## config.mk

```make
export PLATFORM = sky130hd
export DESIGN_NAME = btpc_ram
export DESIGN_NICKNAME = d
export VERILOG_FILES = /design/src/sv/btpc_ram.sv
export SDC_FILE = /design/constraint.sdc
export NUM_CORES = 1
export LEC_CHECK = 0
export BUFFER_PORTS_ARGS = -buffer_cell sky130_fd_sc_hd__buf_2
export CORE_MARGIN = 8
export CORE_UTILIZATION = 50
export DETAILED_ROUTE_END_ITERATION = 8
export PLACE_DENSITY_LB_ADDON = 0.12
export SETUP_SLACK_MARGIN = 0.02
export SLEW_MARGIN = 15
export SYNTH_ARGS = -nofsm -noshare
export SYNTH_HDL_FRONTEND = slang
export SYNTH_SLANG_ARGS = --single-unit
```

## constraint.sdc

```tcl
create_clock -name clock -period 2.3 [get_ports clock]
set_input_delay 0.46 -clock clock [delete_from_list [all_inputs] [get_ports clock]]
set_output_delay 0.46 -clock clock [all_outputs]
set_load 0.02 [all_outputs]
```

## src/sv/btpc_ram.sv

```systemverilog
// ----------------------------------------------------------------------------
// btpc_ram
// Simple dual-port RAM, one write port, one read port with registered data.
// ----------------------------------------------------------------------------
module btpc_ram #(
   parameter int WIDTH = 8,
   parameter int DEPTH = 16
) (
   input  logic                     clock,
   input  logic                     wr_en,
   input  logic [$clog2(DEPTH)-1:0] wr_addr,
   input  logic [WIDTH-1:0]         wr_data,
   input  logic                     rd_en,
   input  logic [$clog2(DEPTH)-1:0] rd_addr,
   output logic [WIDTH-1:0]         rd_data
);

   logic [WIDTH-1:0] mem_ff [DEPTH];
   logic [WIDTH-1:0] rd_data_ff;

   always_ff @(posedge clock) begin
      if (wr_en) begin
         mem_ff[wr_addr] <= wr_data;
      end
      if (rd_en) begin
         rd_data_ff <= mem_ff[rd_addr];
      end
   end

   assign rd_data = rd_data_ff;

endmodule

```

==> results_dict.tcl <==
set metrics [dict create \
    status "finished clean" \
    drt_iter0_markers 174 \
    port_buffers 26 \
    holdCritStartpoint "wr_data[5]" \
    period_needed_ns 1.56 \
    finish.utilization_pct 61.0 \
    via_per_inst 5.61 \
    hold_path.class "input port to flip-flop" \
    layout-drive-gt1-share_pct 32.4 \
    die_w_um 118 \
    synth_nets 248 \
    die_area_um2 14000 \
    crit_path_end_kind "flip-flop" \
    fin_hold_ws_ns 0.327 \
    design_area_um2 6240 \
    fin_skew_ns 0.00788 \
    r2r_cells 3 \
    antenna_found_initial 0 \
    drc 0 \
    nets 303 \
    dp_hpwl_mm 6.18 \
    layout_common_cells "edfxtp_1 (136), buf_2 (26), mux4_2 (18), buf_4 (18)" \
    ys_warn_count 0 \
    num_rows 37 \
    path_max_fanout 32 \
    grt_pass1_wl_mm 15.1 \
    cts_buffers 17 \
    grt_max_degree 33 \
    fmax_ghz 0.639 \
    crit-reg2reg-capture "rd_data[3]$_DFFE_PP_" \
    avgSynthCellArea_um2 22.8 \
    hold_viol_final 0 \
    cts_buffer_depth 2 \
    io_pins 27 \
    drv_slew 0 \
    power_leakage_uw 0.00212 \
    synth_cell_types 18 \
    worst_slew_pin_slew_ns 0.460 \
    syn_area_um2 5230 \
    num_vias 2424 \
    wire_per_inst_um 23.2 \
    overflow 0 \
    fillers 733 \
    regToRegStartpoint "mem_ff[3][3]$_DFFE_PP_" \
    post_cts_buffers 0 \
    irDropWorstVdd_uv 509 \
    critPathKind "input port to flip-flop" \
    post_cts_resized 0 \
    setup.worst_path.start_class "input port" \
    final_antenna_net_count 0 \
    n_antenna_cell 0 \
    arrival_ns 1.82 \
    clk_pin_slew_ns 0.06 \
    grt_setup_unrepaired "no" \
    maxSlewHeadroom_pct 69.2 \
    powerDensity_nw_per_um2 945 \
    insertion_delay_ns 0.51 \
    startpoint "rd_addr[0]" \
    holdBufCountCts 0 \
    ff2ff_setup_slack_ns 0.79 \
    cts-htree-levels 4 \
    netlist_instances 229 \
    placedInstanceArea_um2 5620 \
    area_growth_pct 19.3 \
    worstPathRequired_ns 2.56 \
    fin_tns_setup_ns 0 \
    setup_viol 0 \
    die_y_um 118 \
    place_congestion 0.692 \
    final_common_cell "edfxtp_1" \
    finalCritPeriodShare_pct 68.0 \
    tritoncts "done" \
    seq_area_frac_synth_pct 78.1 \
    root_buffer "clkbuf_8" \
    cts_sinks 136 \
    cap_violations 0 \
    wl_mm 10.0 \
    core-area_um2 10200 \
    endpoint "rd_data[3]$_DFFE_PP_" \
    drtPass1Iterations 4 \
    track_usage_pct 14.8 \
    grt_pass1_vias 2459 \
    initial_utilization_pct 51.1 \
    synth-seq-cells 136 \
]
## metrics by stage
step                power, µW  setup WS [ns]  std cells
floorplan                3010          0.347        229
global placement         3130          0.222        401
detailed placement       3130          0.225        401
CTS                      5940          0.701        432
global route             6060          0.636        432
finish                   5890          0.736        432
## cell usage after synthesis
| master | n | area [µm²] |
|---|---|---|
| a22oi_1 | 16 | 120 |
| and2_1 | 1 | 6.26 |
| and2b_1 | 1 | 7.51 |
| buf_2 | 3 | 15.0 |
| buf_4 | 1 | 7.51 |
| buf_6 | 3 | 33.8 |
| clkdlybuf4s25_2 | 3 | 30.0 |
| edfxtp_1 | 136 | 4080 |
| mux4_1 | 14 | 368 |
| mux4_2 | 18 | 405 |
| nand2_1 | 9 | 33.8 |
| nand2b_1 | 2 | 12.5 |
| nand3_1 | 1 | 5.00 |
| nand3b_1 | 2 | 15.0 |
| nor2_1 | 13 | 48.8 |
| nor2b_1 | 1 | 6.26 |
| nor3_1 | 4 | 20.0 |
| or3b_2 | 1 | 8.76 |
## layout make-up
cell class	count	area, µm²	area share, %
sequential	136	4080	65.5
multi-input combinational	83	1060	17.0
clock buffer	17	414	6.64
timing repair buffer	46	305	4.89
clock inverter	14	206	3.31
tap	136	170	2.73
## worst max-delay path, cell delays in order
cell and delay, ns:
buf_2 0.10, buf_12 0.25, mux4_1 0.59, a22oi_1 0.31
nand2_1 0.08
## per-layer routing
metal  routed length (µm)  vias to the layer above  track usage, %
met5                    0                        -               0
met4                   72                        0            5.28
met3                  575                        5            4.47
met2                 4540                       87            20.6
met1                 4840                     1242            21.5
li1                     -                     1090               -
## worst min path at each step
stage | to | slack (ns) | cells after the start
after global routing | rd_data[5]$_DFFE_PP_ | 0.32 | 1
final | mem_ff[5][5]$_DFFE_PP_ | 0.33 | 1
after floorplan | mem_ff[0][0]$_DFFE_PP_ | 0.56 | 0
after detailed placement | rd_data[3]$_DFFE_PP_ | 0.73 | 3
after CTS | rd_data[5]$_DFFE_PP_ | 0.31 | 1
after global placement | rd_data[3]$_DFFE_PP_ | 0.73 | 3
## power breakdown
group	leakage [µW]	switching, µW	internal [µW]
combinational	0.000588	159	110
clock	0.000299	966	1850
sequential	0.00124	13.5	2790
total	0.00212	1140	4760
## cells by family after synthesis
group / synth area share [%]
flops: 78.1
simple gates: 3.14
buf+inv: 1.65
mux: 14.8
compound gates: 2.30
## state kept, by name (all words and copies together), names as in the netlist
name and cells:
rd_data 8, mem_ff 128
(Power assumes the default switching activity.)
