==> config.mk <==
export PLATFORM = sky130hd
export DESIGN_NAME = btpc_front
export DESIGN_NICKNAME = d
export VERILOG_FILES = /design/src/sv/btpc_pkg.sv /design/src/sv/btpc_front.sv
export SDC_FILE = /design/constraint.sdc
export NUM_CORES = 1
export LEC_CHECK = 0
export BUFFER_PORTS_ARGS = -buffer_cell sky130_fd_sc_hd__buf_2
export CAP_MARGIN = 25
export CELL_PAD_IN_SITES_DETAIL_PLACEMENT = 1
export CELL_PAD_IN_SITES_GLOBAL_PLACEMENT = 2
export CORE_ASPECT_RATIO = 0.5
export CORE_MARGIN = 2
export CORE_UTILIZATION = 41
export CTS_CLUSTER_SIZE = 10
export DETAILED_ROUTE_END_ITERATION = 7
export PLACE_DENSITY = 0.8
export SETUP_SLACK_MARGIN = 0.15
export SLEW_MARGIN = 0
export SYNTH_ARGS = -nofsm -noshare
export SYNTH_HDL_FRONTEND = slang
export SYNTH_SLANG_ARGS = --single-unit
==> constraint.sdc <==
create_clock -name clock -period 10.1 [get_ports clock]
set_clock_uncertainty 0.2 [all_clocks]
set_input_delay 2.02 -clock clock [delete_from_list [all_inputs] [get_ports clock]]
set_output_delay 2.02 -clock clock [all_outputs]
set_load 0.02 [all_outputs]
==> src/sv/btpc_pkg.sv <==
// ----------------------------------------------------------------------------
// btpc_pkg
// Shared types and constants for the barometric temperature/pressure
// compensation block.
// ----------------------------------------------------------------------------
package btpc_pkg;

   // input word
   typedef struct packed {
      logic [15:0] raw_temp;
      logic [18:0] raw_pressure;
   } req_type;

   // result word
   typedef struct packed {
      logic signed [15:0] temperature;
      logic [19:0]        pressure;
      logic               status;
   } rsp_type;

   // decoded calibration coefficients and oversampling
   typedef struct packed {
      logic signed [15:0] ac1;
      logic signed [15:0] ac2;
      logic signed [15:0] ac3;
      logic [15:0]        ac4;
      logic [15:0]        ac5;
      logic [15:0]        ac6;
      logic signed [15:0] b1;
      logic signed [15:0] b2;
      logic signed [15:0] mc;
      logic signed [15:0] md;
      logic [1:0]         oss;
   } coef_type;

   // word held in the queue between front and back
   typedef struct packed {
      logic signed [33:0] prod;
      logic [18:0]        raw_pressure;
   } fq_type;

   typedef enum logic [1:0] {
      CSR_CAL_A        = 2'd0,
      CSR_CAL_B        = 2'd1,
      CSR_CAL_C        = 2'd2,
      CSR_OVERSAMPLING = 2'd3
   } csr_index_type;

   localparam int FQ_DEPTH = 4;
   localparam int RSP_W    = $bits(rsp_type);

   localparam logic signed [27:0] TEMP_OFFSET = 28'sd4000;
   localparam logic [11:0]        POLY_SQ     = 12'd3038;
   localparam logic signed [14:0] POLY_LIN    = -15'sd7357;
   localparam logic signed [21:0] POLY_OFS    = 22'sd3791;
   localparam logic [16:0]        PRESS_SCALE = 17'd50000;
   localparam logic [31:0]        B4_BIAS     = 32'd32768;
   localparam logic [1:0]         OSS_RESET   = 2'd3;

endpackage

==> src/sv/btpc_front.sv <==
// ----------------------------------------------------------------------------
// btpc_front
// Input stage: takes raw words, forms the first temperature product and
// parks the result in a short queue for the back end.
// ----------------------------------------------------------------------------
module btpc_front (
   input  logic                clock,
   input  logic                reset,
   input  logic                push,
   output logic                full,
   input  btpc_pkg::req_type   req_data,
   input  btpc_pkg::coef_type  coef,
   input  logic                fq_pop,
   output logic                fq_valid,
   output btpc_pkg::fq_type    fq_data
);

   localparam int PTR_W = $clog2(btpc_pkg::FQ_DEPTH);
   localparam int CNT_W = $clog2(btpc_pkg::FQ_DEPTH + 1);

   logic              va_ff;
   btpc_pkg::req_type ra_ff;
   btpc_pkg::fq_type  mem_ff [btpc_pkg::FQ_DEPTH];
   logic [PTR_W-1:0]  wp_ff, wp_in;
   logic [PTR_W-1:0]  rp_ff, rp_in;
   logic [CNT_W-1:0]  cnt_ff, cnt_in;
   logic [CNT_W-1:0]  occ_sum;
   logic              accept;
   logic signed [16:0] diff;
   logic signed [33:0] prod;

   // word in the input register counts against queue space
   assign occ_sum = cnt_ff + {{(CNT_W-1){1'b0}}, va_ff};
   assign full    = occ_sum >= CNT_W'(btpc_pkg::FQ_DEPTH);
   assign accept  = push & ~full;

   assign diff = $signed({1'b0, ra_ff.raw_temp}) - $signed({1'b0, coef.ac6});
   assign prod = diff * $signed({1'b0, coef.ac5});

   always_comb begin
      wp_in  = wp_ff + PTR_W'(va_ff);
      rp_in  = rp_ff + PTR_W'(fq_pop);
      cnt_in = cnt_ff + CNT_W'(va_ff) - CNT_W'(fq_pop);
   end

   always_ff @(posedge clock) begin
      if (reset) begin
         va_ff  <= 1'b0;
         wp_ff  <= '0;
         rp_ff  <= '0;
         cnt_ff <= '0;
      end else begin
         va_ff  <= accept;
         wp_ff  <= wp_in;
         rp_ff  <= rp_in;
         cnt_ff <= cnt_in;
      end
   end

   always_ff @(posedge clock) begin
      if (accept) begin
         ra_ff <= req_data;
      end
      if (va_ff) begin
         mem_ff[wp_ff] <= '{prod: prod, raw_pressure: ra_ff.raw_pressure};
      end
   end

   assign fq_valid = cnt_ff != '0;
   assign fq_data  = mem_ff[rp_ff];

endmodule

==> impl_metrics.csv <==
group,metric,value,unit
logic_synthesis,seq_area_frac_synth,37.0,%
cts,cts_made_buffers,30,
logic_synthesis,synth.distinct_cells,59,
timing,rsz0062_at_grt,"no",
logic_synthesis,synthCells,1660,
timing,maxSlewHeadroom,44.5,%
grt,grt_pass1_vias,14300,
cts,cts.sinks,255,
place,gp_congestion,0.802,
logic_synthesis,yosys-top-cells-area,"edfxtp_1 36%, fa_1 27%, inv_1 6.7%, ha_1 6.7%, mux4_2 5.8%",
grt,antenna_found_initial,0,
routing,totalWireLength,48.9,mm
die,die_area,51800,um^2
routing,ant_nets,0,
timing,worst_pin_slew,0.828,ns
routing,first_iter_violations,567,
timing,final_max_slew_viol_count,0,
setup_path,ff2ff_setup_slack,1.75,ns
timing,post-route-min-period,9.53,ns
setup_path,crit_slowest_cell,"fa_1",
die,die_height,162,um
cts,root_buffer,"clkbuf_16",
finish,syn_to_final_growth,14.2,%
timing,finalCritPeriodShare,94.3,%
routing,dr.pass1.iters,5,
setup_path,path_delay_family,"adder cells",
finish,nets,2448,
finish,fillers,5188,
grt,grtUsageMet2,34.0,%
flow_run,drv_cap,0,
grt,grt_use_met1,26.9,%
routing,drc,0,
place,numPortBuffers,125,
die,start_util,41.8,%
logic_synthesis,avgSynthCellArea,12.3,um^2
grt,track_usage,19.7,%
logic_synthesis,ys_async_sr_fraction,0,%
grt,grt-ovfl-total,0,
setup_path,crit_buf_inv,7,
routing,vias,12500,
timing,setup_viol,0,
grt,grt_max_degree,36,
routing,avgRoutedWirePerCell,19.4,um
timing,fmax,105,MHz
logic_synthesis,synth-seq-cells,255,
logic_synthesis,syn-cell-area,20500,um^2
die,ios,256,
die,fp.dieW,320,um
logic_synthesis,yosysWarnings,0,
logic_synthesis,synth_nets,2250,
grt,busiest_layer,"met2",
cts,cts_hold_buffers,0,
logic_synthesis,synth_common_cells,"368 x inv_1, 280 x fa_1, 247 x edfxtp_1",
logic_synthesis,yosysTopAreaCell,"edfxtp_1",
logic_synthesis,yosysMostFrequentCell,"inv_1",
logic_synthesis,yosys.area.top_type_share,36.2,%
setup_path,path_common_cell,"fa_1",
cts,clockBufferDepth,3,
grt,grt_pass1_wl,79.4,mm
setup_path,setup.worst_path.start_class,"input pin",
logic_synthesis,ys.flop_type,"edfxtp_1",
cts,insertion_delay,0.59,ns
logic_synthesis,synth_enable_flop_cells,247,
setup_path,critical_path_class,"in2reg",
setup_path,endpoint_kind,"register",
setup_path,cp_max_fo,5,
routing,viasPerCell,4.96,
setup_path,worst_ep_required_time,10.21,ns
worst_hold_path,min_path_type,"reg2reg",
die,rows,57,
setup_path,arrival,9.64,ns
setup_path,slowest_delay,0.57,ns
cts,htree_levels,1,
finish,final_layout_size_suffix_gt1_share,18.4,%
timing,finalWorstSetupSlack,0.571,ns
cts,path_clk_slew,0.06,ns
timing,hold_viol_final,0,
place,pre_cts_slack,-0.210,ns
die,core_area,48900,um^2
cts,cts_tree,"built",
grt,grt_use_met3,3.15,%
run_status,status,"finished, final reports clean",
place,dp_hpwl,37.2,mm
[layout by cell type, fill, tap and decap left out, drive strengths merged, types with 6 or more instances in the layout]
| master | netlist | final |
|---|---|---|
| ha | 109 | 109 |
| xor2 | 8 | 8 |
| edfxtp | 247 | 247 |
| and2 | 112 | 112 |
| dfxtp | 8 | 8 |
| nor2 | 22 | 22 |
| nor2b | 30 | 30 |
| nand2b | 10 | 10 |
| nand2 | 160 | 160 |
| nor3 | 7 | 7 |
| a21o | 15 | 15 |
| fa | 280 | 280 |
| o21ai | 20 | 20 |
| inv | 369 | 370 |
| buf | 20 | 221 |
| xnor2 | 42 | 42 |
| mux4 | 53 | 53 |
| a21oi | 41 | 41 |
| clkbuf | 35 | 39 |
| or3 | 6 | 6 |
| nand3 | 11 | 11 |
[metal layers]
metal	routed length, um	vias up
met2	23500	205
met5	0	-
met4	661	0
met1	22600	6555
met3	2070	40
li1	-	5702
[kinds of logic after synthesis]
| group | after synthesis | synth area share, % |
|---|---|---|
| xor+xnor | 50 | 2.18 |
| compound gates | 113 | 3.75 |
| flops | 255 | 37.0 |
| simple gates | 375 | 9.18 |
| fa+ha+maj | 389 | 34.0 |
| buf+inv | 424 | 7.96 |
| mux | 54 | 5.88 |
[worst register-to-register path: cells and delay by family (launching register included)]
family / cells / cell delay, ns
buffers and inverters: 7 / 0.62
AO/OA/AOI/OAI: 11 / 1.74
XOR/XNOR: 1 / 0.15
adder cells (fa/ha/maj): 9 / 4.02
flip-flops: 1 / 0.33
AND/OR/NAND/NOR: 5 / 1.05
[sequential cells by signal, summed over array words and instances, names as in the netlist]
register  count
cnt_ff        3
mem_ff      212
ra_ff        35
rp_ff         2
va_ff         1
wp_ff         2
[cell type report]
cell class              count  area (um^2)  share of cell area, %
diodes                      1         2.50                 0.0107
clock buffers              39          785                   3.36
clock inverters             5         38.8                  0.166
inverters                 369         1390                   5.92
multi-input cells         981        11400                   48.6
flip-flops and latches    255         7580                   32.4
well taps                 649          812                   3.47
repair buffers            221         1410                   6.03
[through the flow]
step           hold WS (ns)  std cells  setup TNS (ns)  instance area, um^2  utilization (%)
2_1_floorplan         0.259       1660               0                20500                -
3_3_place_gp          0.274       2472           -1.89                22500             45.9
3_5_place_dp          0.287       2472           -4.31                22500             45.9
4_1_cts               0.294       2516               0                23300             47.6
5_1_grt               0.313       2519               0                23400             47.8
6_report              0.298       2520               0                23400             47.8
[final timing paths]
check | from | cells after the start | end
worst min register to register | ra_ff[8] | 0 | mem_ff[0][8]
worst min-delay path | ra_ff[8] | 0 | mem_ff[0][8]
worst max register to register | ra_ff[19] | 33 | mem_ff[0][52]
worst max-delay path | coef[66] | 33 | mem_ff[0][52]
[what timing repair did]
item,4_1_cts,5_1_grt
endpoints found under the hold margin,0,0
buffers inserted,0,3
setup endpoints to repair,0,28
resized for setup,0,13
Power is not shown: default switching activity piles up to over one toggle a cycle in this logic, so the estimate is an artifact.
